--- src/design/morse_character_keyer_core_macros.svh ---
// Assertion macros for the keyer core.
`ifndef MORSE_CHARACTER_KEYER_CORE_MACROS_SVH
`define MORSE_CHARACTER_KEYER_CORE_MACROS_SVH

`ifndef SYNTH
`define MCK_ASSERT_SAME(lbl, ante, cons) \
    lbl: assert property (@(posedge clk) disable iff (!rst_n) (ante) |-> (cons)) \
        else $error("keyer core assertion failed");
`define MCK_ASSERT_NEXT(lbl, ante, cons) \
    lbl: assert property (@(posedge clk) disable iff (!rst_n) (ante) |=> (cons)) \
        else $error("keyer core assertion failed");
`else
`define MCK_ASSERT_SAME(lbl, ante, cons)
`define MCK_ASSERT_NEXT(lbl, ante, cons)
`endif

`endif

--- src/design/mck_pkg.sv ---
package mck_pkg;

    localparam int DURATION_BITS_DEF = 24;

    localparam int DIV_W     = 32;
    localparam int DIV_CNT_W = $clog2(DIV_W);
    localparam int DSR_W     = 7;
    localparam int UNIT_W    = 21;
    localparam int CORR_W    = 16;

    localparam logic [DIV_W-1:0] UNIT_NUM   = 32'd1200000;
    localparam logic [5:0]       CORR_SCALE = 6'd50;

    localparam logic [7:0] CHAR_SPACE = 8'd32;
    localparam logic [7:0] CHAR_FIRST = 8'd33;
    localparam logic [7:0] CHAR_LAST  = 8'd126;
    localparam logic [7:0] PAT_EMPTY  = 8'd1;

    localparam logic [6:0] SPEED_MIN  = 7'd1;
    localparam logic [6:0] WEIGHT_MIN = 7'd17;
    localparam logic [6:0] WEIGHT_OFS = 7'd16;

    localparam int CFG_IDX_W  = 4;
    localparam int CFG_DATA_W = 10;

    localparam logic [CFG_IDX_W-1:0] REG_SPEED  = 4'd0;
    localparam logic [CFG_IDX_W-1:0] REG_WEIGHT = 4'd1;
    localparam logic [CFG_IDX_W-1:0] REG_CORR   = 4'd2;
    localparam logic [CFG_IDX_W-1:0] REG_PTT    = 4'd3;

    localparam logic [6:0] SPEED_RST  = 7'd20;
    localparam logic [6:0] WEIGHT_RST = 7'd48;

    typedef struct packed {
        logic [6:0] speed_wpm;
        logic [6:0] weight_x16;
        logic [9:0] corr_us;
        logic       ptt_on;
    } cfg_t;

    typedef struct packed {
        logic             start;
        logic [DIV_W-1:0] dividend;
        logic [DSR_W-1:0] divisor;
    } div_req_t;

    typedef struct packed {
        logic             done;
        logic [DIV_W-1:0] quotient;
    } div_rsp_t;

    // reverse-binary patterns for codes 33..126; top set bit is the stop mark
    localparam logic [7:0] MORSE_ROM [94] = '{
        8'h75, 8'h52, 8'h01, 8'h01, 8'h68, 8'h1A, 8'h5E, 8'h2D, 8'h6D, 8'h01,
        8'h2D, 8'h73, 8'h31, 8'h2A, 8'h29,
        8'h3F, 8'h3E, 8'h3C, 8'h38, 8'h30, 8'h20, 8'h21, 8'h23, 8'h27, 8'h2F,
        8'h47, 8'h55, 8'h22, 8'h31, 8'h2A, 8'h4C, 8'h56,
        8'h06, 8'h11, 8'h15, 8'h09, 8'h02, 8'h14, 8'h0B, 8'h10, 8'h04, 8'h1E,
        8'h0D, 8'h12, 8'h07, 8'h05, 8'h0F, 8'h16, 8'h1B, 8'h0A, 8'h08, 8'h03,
        8'h0C, 8'h18, 8'h0E, 8'h19, 8'h1D, 8'h13,
        8'h01, 8'h40, 8'h01, 8'h01, 8'h6C, 8'h5E,
        8'h06, 8'h11, 8'h15, 8'h09, 8'h02, 8'h14, 8'h0B, 8'h10, 8'h04, 8'h1E,
        8'h0D, 8'h12, 8'h07, 8'h05, 8'h0F, 8'h16, 8'h1B, 8'h0A, 8'h08, 8'h03,
        8'h0C, 8'h18, 8'h0E, 8'h19, 8'h1D, 8'h13,
        8'h70, 8'h01, 8'h28, 8'h01
    };

    function automatic logic [7:0] morse_lookup(input logic [7:0] code);
        logic [6:0] idx;
        idx = 7'(code - CHAR_FIRST);
        if (code >= CHAR_FIRST && code <= CHAR_LAST)
            return MORSE_ROM[idx];
        else
            return PAT_EMPTY;
    endfunction

endpackage

--- src/design/mck_div.sv ---
module mck_div
    import mck_pkg::*;
(
    input  logic     clk,
    input  logic     rst_n,
    input  div_req_t req,
    output div_rsp_t rsp
);

    logic [DIV_W-1:0]     dvd_reg;
    logic [DSR_W-1:0]     dsr_reg;
    logic [DSR_W-1:0]     rem_reg;
    logic [DSR_W-1:0]     rem_next;
    logic [DIV_CNT_W-1:0] cnt_reg;
    logic                 busy_reg;
    logic                 done_reg;
    logic [DSR_W:0]       trial;
    logic                 fits;

    // restoring division, one quotient bit per cycle
    assign trial    = {rem_reg, dvd_reg[DIV_W-1]};
    assign fits     = trial >= {1'b0, dsr_reg};
    assign rem_next = fits ? DSR_W'(trial - {1'b0, dsr_reg}) : trial[DSR_W-1:0];

    always_ff @(posedge clk or negedge rst_n)
    begin
        if (!rst_n)
        begin
            busy_reg <= 1'b0;
            done_reg <= 1'b0;
            cnt_reg  <= '0;
        end
        else
        begin
            done_reg <= 1'b0;
            if (req.start)
            begin
                busy_reg <= 1'b1;
                cnt_reg  <= '0;
            end
            else if (busy_reg)
            begin
                cnt_reg <= cnt_reg + 1'b1;
                if (cnt_reg == DIV_CNT_W'(DIV_W - 1))
                begin
                    busy_reg <= 1'b0;
                    done_reg <= 1'b1;
                end
            end
        end
    end

    always_ff @(posedge clk)
    begin
        if (req.start)
        begin
            dvd_reg <= req.dividend;
            dsr_reg <= req.divisor;
            rem_reg <= '0;
        end
        else if (busy_reg)
        begin
            dvd_reg <= {dvd_reg[DIV_W-2:0], fits};
            rem_reg <= rem_next;
        end
    end

    assign rsp.done     = done_reg;
    assign rsp.quotient = dvd_reg;

endmodule

--- src/design/mck_seq.sv ---
module mck_seq
    import mck_pkg::*;
#(
    parameter  int DURATION_BITS = DURATION_BITS_DEF,
    localparam int TDATA_W       = ((DURATION_BITS + 2 + 7) / 8) * 8
)
(
    input  logic               clk,
    input  logic               rst_n,
    input  cfg_t               cfg,
    input  logic               s_tvalid,
    output logic               s_tready,
    input  logic [7:0]         s_tdata,
    output logic               m_tvalid,
    input  logic               m_tready,
    output logic [TDATA_W-1:0] m_tdata,
    output logic               m_tlast,
    output div_req_t           div_req,
    input  div_rsp_t           div_rsp
);

    localparam int DUR_EXT_W = DIV_W + 1;
    localparam logic [DUR_EXT_W-1:0] DUR_TOP =
        DUR_EXT_W'((64'd1 << DURATION_BITS) - 64'd1);

    typedef enum logic [4:0] {
        S_IDLE = 5'b00001,
        S_UNIT = 5'b00010,
        S_DIT  = 5'b00100,
        S_DASH = 5'b01000,
        S_SEND = 5'b10000
    } state_t;

    state_t state_reg, state_next;

    logic [7:0]         pat_reg;
    logic               space_reg;
    logic               phase_reg;
    logic               last_space_reg;
    logic [UNIT_W-1:0]  unit_reg;
    logic [DIV_W-1:0]   dit_reg;
    logic [DIV_W-1:0]   dash_reg;
    logic [DIV_W-1:0]   prod_reg;
    logic [DIV_W-1:0]   gap_reg;
    logic               m_valid_reg;
    logic [TDATA_W-1:0] m_data_reg;
    logic               m_last_reg;

    logic [6:0]          spd;
    logic [6:0]          xw;
    logic [6:0]          xd;
    logic [UNIT_W+7:0]   mul;
    logic [CORR_W-1:0]   corr_scaled;
    logic [DIV_W-1:0]    unit32;
    logic [DIV_W-1:0]    comp;
    logic [DIV_W-1:0]    unit3;
    logic [DIV_W-1:0]    gap_next;
    logic                out_free;
    logic                emit;
    logic                seg_key;
    logic                seg_ptt;
    logic [DIV_W-1:0]    seg_dur;
    logic                seg_last;
    logic [DURATION_BITS-1:0] dur_sat;

    assign spd = (cfg.speed_wpm == 7'd0) ? SPEED_MIN : cfg.speed_wpm;
    assign xw  = (cfg.weight_x16 < WEIGHT_MIN) ? WEIGHT_MIN : cfg.weight_x16;
    assign xd  = xw - WEIGHT_OFS;

    assign mul         = (UNIT_W+8)'(div_rsp.quotient[UNIT_W-1:0]) *
                         (UNIT_W+8)'({xw, 1'b0});
    assign corr_scaled = CORR_W'(cfg.corr_us) * CORR_W'(CORR_SCALE);
    assign unit32      = DIV_W'(unit_reg);
    assign comp        = (unit32 > DIV_W'(corr_scaled)) ?
                         unit32 - DIV_W'(corr_scaled) : unit32;
    assign unit3       = (unit32 << 1) + unit32;
    assign gap_next    = (last_space_reg ? (unit3 << 1) : unit3) + comp;

    assign s_tready = (state_reg == S_IDLE);
    assign out_free = !m_valid_reg || m_tready;
    assign emit     = (state_reg == S_SEND) && out_free;

    always_comb
    begin
        div_req    = '0;
        state_next = state_reg;
        unique case (state_reg)
            S_IDLE:
            begin
                if (s_tvalid)
                begin
                    div_req.start    = 1'b1;
                    div_req.dividend = UNIT_NUM;
                    div_req.divisor  = spd;
                    state_next       = S_UNIT;
                end
            end
            S_UNIT:
            begin
                if (div_rsp.done)
                begin
                    div_req.start    = 1'b1;
                    div_req.dividend = DIV_W'({div_rsp.quotient[UNIT_W-1:0], 5'b0});
                    div_req.divisor  = xd;
                    state_next       = S_DIT;
                end
            end
            S_DIT:
            begin
                if (div_rsp.done)
                begin
                    div_req.start    = 1'b1;
                    div_req.dividend = prod_reg;
                    div_req.divisor  = xd;
                    state_next       = S_DASH;
                end
            end
            S_DASH:
            begin
                if (div_rsp.done)
                    state_next = S_SEND;
            end
            S_SEND:
            begin
                if (emit && seg_last)
                    state_next = S_IDLE;
            end
            default:
            begin
                state_next = S_IDLE;
            end
        endcase
    end

    always_comb
    begin
        seg_key  = 1'b0;
        seg_ptt  = 1'b0;
        seg_last = 1'b1;
        seg_dur  = unit32 << 1;
        if (space_reg)
        begin
            seg_dur = gap_reg;
        end
        else if (pat_reg > PAT_EMPTY)
        begin
            seg_ptt  = cfg.ptt_on;
            seg_last = 1'b0;
            if (!phase_reg)
            begin
                seg_key = 1'b1;
                seg_dur = pat_reg[0] ? dash_reg : dit_reg;
            end
            else
            begin
                seg_dur = unit32;
            end
        end
    end

    assign dur_sat = ({1'b0, seg_dur} > DUR_TOP) ? DUR_TOP[DURATION_BITS-1:0]
                                                  : seg_dur[DURATION_BITS-1:0];

    always_ff @(posedge clk or negedge rst_n)
    begin
        if (!rst_n)
        begin
            state_reg      <= S_IDLE;
            m_valid_reg    <= 1'b0;
            last_space_reg <= 1'b0;
            phase_reg      <= 1'b0;
        end
        else
        begin
            state_reg <= state_next;
            if (state_reg == S_IDLE && s_tvalid)
                phase_reg <= 1'b0;
            if (emit)
            begin
                m_valid_reg <= 1'b1;
                if (!space_reg && pat_reg > PAT_EMPTY)
                    phase_reg <= !phase_reg;
                if (seg_last)
                    last_space_reg <= space_reg;
            end
            else if (m_tready)
            begin
                m_valid_reg <= 1'b0;
            end
        end
    end

    always_ff @(posedge clk)
    begin
        if (state_reg == S_IDLE && s_tvalid)
        begin
            pat_reg   <= morse_lookup(s_tdata);
            space_reg <= (s_tdata == CHAR_SPACE);
        end
        if (state_reg == S_UNIT && div_rsp.done)
        begin
            unit_reg <= div_rsp.quotient[UNIT_W-1:0];
            prod_reg <= DIV_W'(mul);
        end
        if (state_reg == S_DIT && div_rsp.done)
            dit_reg <= div_rsp.quotient;
        if (state_reg == S_DASH && div_rsp.done)
        begin
            dash_reg <= div_rsp.quotient;
            gap_reg  <= gap_next;
        end
        if (emit)
        begin
            m_data_reg <= TDATA_W'({dur_sat, seg_ptt, seg_key});
            m_last_reg <= seg_last;
            if (!space_reg && pat_reg > PAT_EMPTY && phase_reg)
                pat_reg <= pat_reg >> 1;
        end
    end

    assign m_tvalid = m_valid_reg;
    assign m_tdata  = m_data_reg;
    assign m_tlast  = m_last_reg;

endmodule

--- src/design/morse_character_keyer_core.sv ---
// Weighted Morse keyer core.
// Slave stream: one ASCII character per transfer in s_tdata; 32 is a word space.
// Master stream: one transfer per timed key segment. m_tdata carries the key
// level, PTT level and segment length in microseconds; m_tlast marks the last
// segment of a character (letter gap, or the word gap for a space).
// Config channel: cfg_index selects speed (0), weight (1), correction (2) or
// PTT enable (3); write only while no character is in flight. cfg_ready is
// always high and other indexes are ignored.
// Timing: each character runs three 32-step divisions on one shared divider
// (unit, dit, dash) before the first segment is sent; then one segment per cycle
// while m_tready is high. s_tready drops on accept and comes back once the last
// segment is loaded into the output register.
// A stalled receiver holds the current segment and stops the sequencer.
// Reset restores 20 wpm, weight 3, no correction, PTT off, no pending output.
module morse_character_keyer_core
    import mck_pkg::*;
#(
    parameter  int DURATION_BITS = DURATION_BITS_DEF,
    localparam int TDATA_W       = ((DURATION_BITS + 2 + 7) / 8) * 8
)
(
    input  logic                  clk,
    input  logic                  rst_n,
    input  logic                  s_tvalid,
    output logic                  s_tready,
    input  logic [7:0]            s_tdata,   // [7:0] char_code
    output logic                  m_tvalid,
    input  logic                  m_tready,
    output logic [TDATA_W-1:0]    m_tdata,   // [0] key_level, [1] ptt_level, duration_us, zeros
    output logic                  m_tlast,
    input  logic                  cfg_valid,
    output logic                  cfg_ready,
    input  logic [CFG_IDX_W-1:0]  cfg_index,
    input  logic [CFG_DATA_W-1:0] cfg_data
);

    `include "morse_character_keyer_core_macros.svh"

    logic [6:0] speed_reg;
    logic [6:0] weight_reg;
    logic [9:0] corr_reg;
    logic       ptt_reg;
    cfg_t       cfg;
    div_req_t   div_req;
    div_rsp_t   div_rsp;

    assign cfg_ready = 1'b1;

    always_ff @(posedge clk or negedge rst_n)
    begin
        if (!rst_n)
        begin
            speed_reg  <= SPEED_RST;
            weight_reg <= WEIGHT_RST;
            corr_reg   <= '0;
            ptt_reg    <= 1'b0;
        end
        else if (cfg_valid && cfg_ready)
        begin
            unique case (cfg_index)
                REG_SPEED:  speed_reg  <= cfg_data[6:0];
                REG_WEIGHT: weight_reg <= cfg_data[6:0];
                REG_CORR:   corr_reg   <= cfg_data[9:0];
                REG_PTT:    ptt_reg    <= cfg_data[0];
                default:    ;
            endcase
        end
    end

    assign cfg.speed_wpm  = speed_reg;
    assign cfg.weight_x16 = weight_reg;
    assign cfg.corr_us    = corr_reg;
    assign cfg.ptt_on     = ptt_reg;

    mck_div u_div (
        .clk   (clk),
        .rst_n (rst_n),
        .req   (div_req),
        .rsp   (div_rsp)
    );

    mck_seq #(
        .DURATION_BITS (DURATION_BITS)
    ) u_seq (
        .clk      (clk),
        .rst_n    (rst_n),
        .cfg      (cfg),
        .s_tvalid (s_tvalid),
        .s_tready (s_tready),
        .s_tdata  (s_tdata),
        .m_tvalid (m_tvalid),
        .m_tready (m_tready),
        .m_tdata  (m_tdata),
        .m_tlast  (m_tlast),
        .div_req  (div_req),
        .div_rsp  (div_rsp)
    );

    `MCK_ASSERT_NEXT(a_busy_after_accept, s_tvalid && s_tready, !s_tready)
    `MCK_ASSERT_SAME(a_key_not_last, m_tvalid && m_tdata[0], !m_tlast)
    `MCK_ASSERT_SAME(a_gap_quiet, m_tvalid && m_tlast, !m_tdata[0] && !m_tdata[1])

endmodule

--- config.mk ---
export PLATFORM = sky130hd
export DESIGN_NAME = morse_character_keyer_core
export DESIGN_NICKNAME = d
export VERILOG_FILES = /design/src/design/mck_pkg.sv /design/src/design/mck_div.sv /design/src/design/mck_seq.sv /design/src/design/morse_character_keyer_core.sv
export VERILOG_INCLUDE_DIRS = /design/src /design/src/design
export SDC_FILE = /design/constraint.sdc
export NUM_CORES = 1
export LEC_CHECK = 0
export BUFFER_PORTS_ARGS = -buffer_cell sky130_fd_sc_hd__buf_4
export CAP_MARGIN = 20
export CORE_MARGIN = 2
export CORE_UTILIZATION = 45
export DETAILED_ROUTE_END_ITERATION = 8
export SETUP_SLACK_MARGIN = 0.5
export SYNTH_ARGS = -nofsm -noshare
export SYNTH_HDL_FRONTEND = slang
export SYNTH_SLANG_ARGS = --single-unit
--- constraint.sdc ---
create_clock -name clk -period 8 [get_ports clk]
set_clock_uncertainty 0.2 [all_clocks]
set_input_delay 0.4 -clock clk [delete_from_list [all_inputs] [get_ports clk]]
set_output_delay 0.4 -clock clk [all_outputs]
set_load 0.03 [all_outputs]
# Word-level counts from Yosys, hierarchy flattened
# Memories as Yosys holds them, arrays and structs flattened.
# Cells that the tools add are included.
# word_totals
ram_bits	0
word_cells	126
romBits	1024
n_memories	1
regBits	267
input_bits	27
latchBits	0
# op_classes
n_shift	0
n_mul	2
n_eq_ne	15
n_reduce_logical	24
addsub	7
bitwise	2
n_div	0
n_lt_le_gt_ge	8
muxes	43
# memory_table
name	depth	word_bits	read_ports	rd_ports_with_merged_regs	write_ports	line	text
(no name shown)	128	8	1	0	0	mck_pkg.sv:72	return MORSE_ROM[idx];
# ops
operator	count
32-bit 2-to-1 mux	8
40-bit 2-to-1 mux	3
40-bit case mux with 3 select lines	1
8-bit 2-to-1 mux	6
5-bit 2-to-1 mux	7
32-bit adder	1
32-bit by 24-bit greater-than comparator with 1-bit output (second input constant)	1
21-bit by 7-bit multiplier with 28-bit output	1
5-bit case mux with 5 select lines	1
22-bit by 21-bit adder with 23-bit output	1
21-bit by 16-bit subtractor with 22-bit output	1
21-bit by 16-bit greater-than comparator with 1-bit output	1
7-bit 2-to-1 mux	3
10-bit by 5-bit multiplier with 15-bit output (second input constant)	1
1-bit 2-to-1 mux	14
5-bit == test (second input constant)	2
2-bit != test (second input constant)	5
2-bit AND reduction	5
1-bit logical AND	9
4-bit by 2-bit == test with 1-bit output (second input constant)	2
8-bit by 6-bit == test with 1-bit output (second input constant)	1
8-bit by 6-bit >= comparator with 1-bit output (second input constant)	1
8-bit by 7-bit >= comparator with 1-bit output	1
8-bit >= comparator (second input constant)	1
21 further kinds	24

# Longest topological paths before layout
# logic_depth
ltp_word	9
mapped_depth	34
ltp_nobuf	32

# By module
# Synthesis repeated with hierarchy kept, for this count alone.
# hier_totals
cells_unflattened	2046
hier_area_um2	20794.9
# by_module_without_submodules
mod	instances	area_each_um2	cells_per_inst
mck_seq	1	17141.4	1783
mck_div	1	2673.8	205
morse_character_keyer_core	1	979.7	58

# Worst setup path before layout
# Ideal clock, no wire load.
# synth_timing
kind	reg2reg
from	register corr_reg[2]
to	register u_seq.gap_reg[25], data pin
slack_ns	1.116
setup_ns	0.262
synth_period_minus_slack_ns	6.884
arrival_ns	6.422
stages_incl_launch_ff	32
path_cell_list	dfrtp_1 -> ha_1 -> ha_1 -> fa_1 -> ha_1 -> a21o_1 -> a21oi_1 -> o21bai_1 -> a21oi_1 -> o21bai_1 -> a21oi_1 -> o21bai_1 -> a21oi_1 -> xor2_1 -> ha_1 -> nor4_1 -> a41oi_1 -> o21ai_0 -> clkbuf_1 -> clkbuf_1 -> nand2_1 -> o21ai_0 -> ha_1 -> a21oi_1 -> o21ai_1 -> a211oi_4 -> o21ai_2 -> a221o_1 -> a21oi_2 -> o21ai_2 -> a21oi_1 -> o21bai_1
# synth_between
elab_chain_len	4
word_cells_on_any_way	5
cone_classes	add/sub (2); mul (1); order compare (1); mux (1)
# synth_lines
element	line	text
start: declaration	morse_character_keyer_core.sv:41	logic [9:0] corr_reg;
start signal: assignment	morse_character_keyer_core.sv:63	REG_CORR: corr_reg <= cfg_data[9:0];
10-bit by 5-bit multiplier with 15-bit output *	mck_seq.sv:72	assign corr_scaled = CORR_W'(cfg.corr_us) * CORR_W'(CORR_SCALE);
21-bit by 16-bit subtractor with 22-bit output or 21-bit by 16-bit greater-than comparator with 1-bit output (tied branches)	mck_seq.sv:75, mck_seq.sv:74	
32-bit 2-to-1 mux *	mck_seq.sv:74	assign comp = (unit32 > DIV_W'(corr_scaled)) ?
32-bit adder *	mck_seq.sv:77	assign gap_next = (last_space_reg ? (unit3 << 1) : unit3) + comp;
net u_seq.gap_next[25]	mck_seq.sv:57	logic [DIV_W-1:0] gap_next;
end signal: assignment	mck_seq.sv:210	gap_reg <= gap_next;
end: declaration	mck_seq.sv:44	logic [DIV_W-1:0] gap_reg;
# Mark *: on every way through the listed nets, which the timed path passes. The rest lies on a longest branch.
# A chain may end at the register's enable or synchronous reset.

# Final worst setup path
# layout_timing
from	register corr_reg[3]
to	register u_seq.gap_reg[31], data pin
# Same word-level chain as after synthesis.

==> flow_summary.yaml <==
synthesis:
  syn_inst: 2013
  synthAdderAreaFrac_pct: 20.2
  netlist_top_cells_area: "edfxtp_1, fa_1, ha_1"
  synth_cell_types: 98
  yosys.area_share.simple_pct: 13.9
  synth-compound-area-share_pct: 14.3
  synth.area.mux_share_pct: 4.69
  synth_most_common_cell: "nand2_1"
  synth_xor_area_share_pct: 4.42
  synth_seq_cells: 267
  synth_top_area_share_pct: 31.2
  synth_edf_count: 212
  synthArstFlopShare_pct: 15.0
  synth_top_family_by_area: "adder cells"
  ys_seq_area_share_pct: 37.6
  avgSynthCellArea_um2: 10.1
  ys_warn_count: 0
  syn-cell-area_um2: 20400
  synth.top_cells.by_count: "nand2_1, edfxtp_1, ha_1, inv_1, a21oi_1"
  yosys.area.top_type: "edfxtp_1"
  synthFlopType: "edfxtp_1"
die:
  die_y_um: 217
  die-area_um2: 47100
  pin_count: 63
  core_um2: 45100
  rows: 78
  start_util_pct: 45.3
  fp.dieW_um: 217
worst_setup_path:
  cpMostUsedCell: "ha_1"
  r2r_end: "u_seq.gap_reg[31]"
  crit_path_top_delay_cell: "fa_1"
  cp_max_fo: 4
  regToRegSetupSlack_ns: 0.87
  worstPathArrival_ns: 7.34
  worst_setup_path_start_kind: "register"
  startpoint: "corr_reg[3]"
  r2r_start: "corr_reg[3]"
  worstSetupEndpointType: "register"
  reg2reg_depth: 30
  required_ns: 8.22
  critPathCapture: "u_seq.gap_reg[31]"
  crit_type: "register to register"
  cp_slowest_stage_delay_ns: 0.46
drt:
  drc: 0
  ant_nets: 0
  drtIter0Drc: 1112
  wire_per_inst_um: 18.5
  routed_wl_um: 49100
  vias_per_cell: 5.53
  num_vias: 14700
  drt_pre_antenna_iters: 7
sta:
  hold_violations: 0
  setup_tns_ns: 0
  tightest_slew_ns: 1.08
  setup_violations: 0
  rsz0062_at_grt: "no"
  finalCritPeriodShare_pct: 89.1
  timing.fmax_ghz: 0.140
  maxSlewViolCount: 0
  period_needed_ns: 7.13
  maxSlewHeadroom_pct: 27.8
clock_tree:
  cts_tree: "done"
  root_buffer: "clkbuf_16"
  clkTransAtPathRegs_ns: 0.06
  cts.sinks: 267
  cts_buffers: 30
  clockBufferDepth: 3
  insertion_delay_ns: 0.57
  cts_max_level: 1
final_layout:
  layout-drive-gt1-share_pct: 10.7
  instances_no_fill: 2661
  nets: 2331
  syn2layout_area_growth_pct: 10.5
  antennaDiodeCount: 0
global_routing:
  grt_pass1_vias: 14500
  antenna_found_initial: 0
  globalRouteOverflowTotal: 0
  grt_first_pass_wirelength_um: 78700
  grt_util_all_layers_pct: 20.9
  grt_max_degree: 55
placed_design:
  io_buffer_count: 55
  gp_congestion: 0.859
  hpwl_um: 36400
  dp.cells: 2588
status:
  status: "finished clean"
min_path:
  hold_path.class: "primary input to register"
flow_run:
  max_cap_violations: 0
worst min path at each step:
| stage | startpoint | end | slack (ns) | cells past startpoint |
|---|---|---|---|---|
| 2_1_floorplan | rst_n | corr_reg[0] | -0.1 | 0 |
| 3_3_place_gp | rst_n | corr_reg[4] | 0.25 | 1 |
| 3_5_place_dp | rst_n | corr_reg[4] | 0.25 | 1 |
| 4_1_cts | cfg_index[1] | ptt_reg | 0.002 | 3 |
| 5_1_grt | cfg_index[1] | ptt_reg | 0.04 | 3 |
| 6_report | cfg_index[1] | ptt_reg | 0.05 | 3 |
worst max-delay path: cells and delay by family (launching register included):
kind | cells | cell delay, ns
AO/OA/AOI/OAI | 15 | 2.59
adder cells (fa/ha/maj) | 6 | 2.07
AND/OR/NAND/NOR | 6 | 1.29
flip-flops | 1 | 0.41
XOR/XNOR | 2 | 0.30
buffers and inverters | 1 | 0.12
stage by stage:
step                cell area (um2)  util (%)  hold slack, ns  worst slack [ns]
global placement              21300      47.3           0.246             0.605
detailed placement            21300      47.3           0.253             0.413
floorplan                     20400         -         -0.0956              1.12
global route                  22500      50.0          0.0355             0.530
finish                        22500      50.0          0.0461             0.873
CTS                           22500      49.8         0.00210             0.505
timing repair:
action / 4_1_cts / 5_1_grt
setup buffers: 0 / 2
hold buffers: 14 / 0
setup endpoints to repair: 7 / 13
resized for setup: 2 / 10
pin swaps: 0 / 8
endpoints found under the hold margin: 64 / 0
cloned: 0 / 0
per-layer routing:
layer / wire [um] / track usage (%)
met1: 23400 / 30.5
met2: 22700 / 33.5
met3: 2030 / 1.83
met4: 1040 / 5.64
met5: 0 / 0
layout make-up:
type | count | area (um2)
clock inverter | 15 | 98.8
timing repair buffer | 95 | 756
clock buffer | 41 | 875
sequential | 267 | 7670
multi-input combinational | 1498 | 11800
fill | 4144 | 22500
inverter | 145 | 544
tap | 600 | 751
cell families (layout without fill, tap and decap cells):
group                    after synthesis  count (layout)
AND/OR/NAND/NOR                      589             589
AO/OA/AOI/OAI                        445             445
adder cells (fa/ha/maj)              267             267
flip-flops                           267             267
buffers and inverters                253             296
XOR/XNOR                             100             100
multiplexers                          90              90
other                                  2               7
placed cells by master (no fill, tap or decap), types with 67 or more instances in the layout:
master	instances
a21oi_1	130
buf_4	80
edfxtp_1	212
fa_1	103
ha_1	164
inv_1	141
nand2_1	238
nor2_1	117
o21ai_0	94
xnor2_1	67
Power is not shown: default switching activity piles up to over one toggle a cycle in this logic, so the estimate is an artifact.
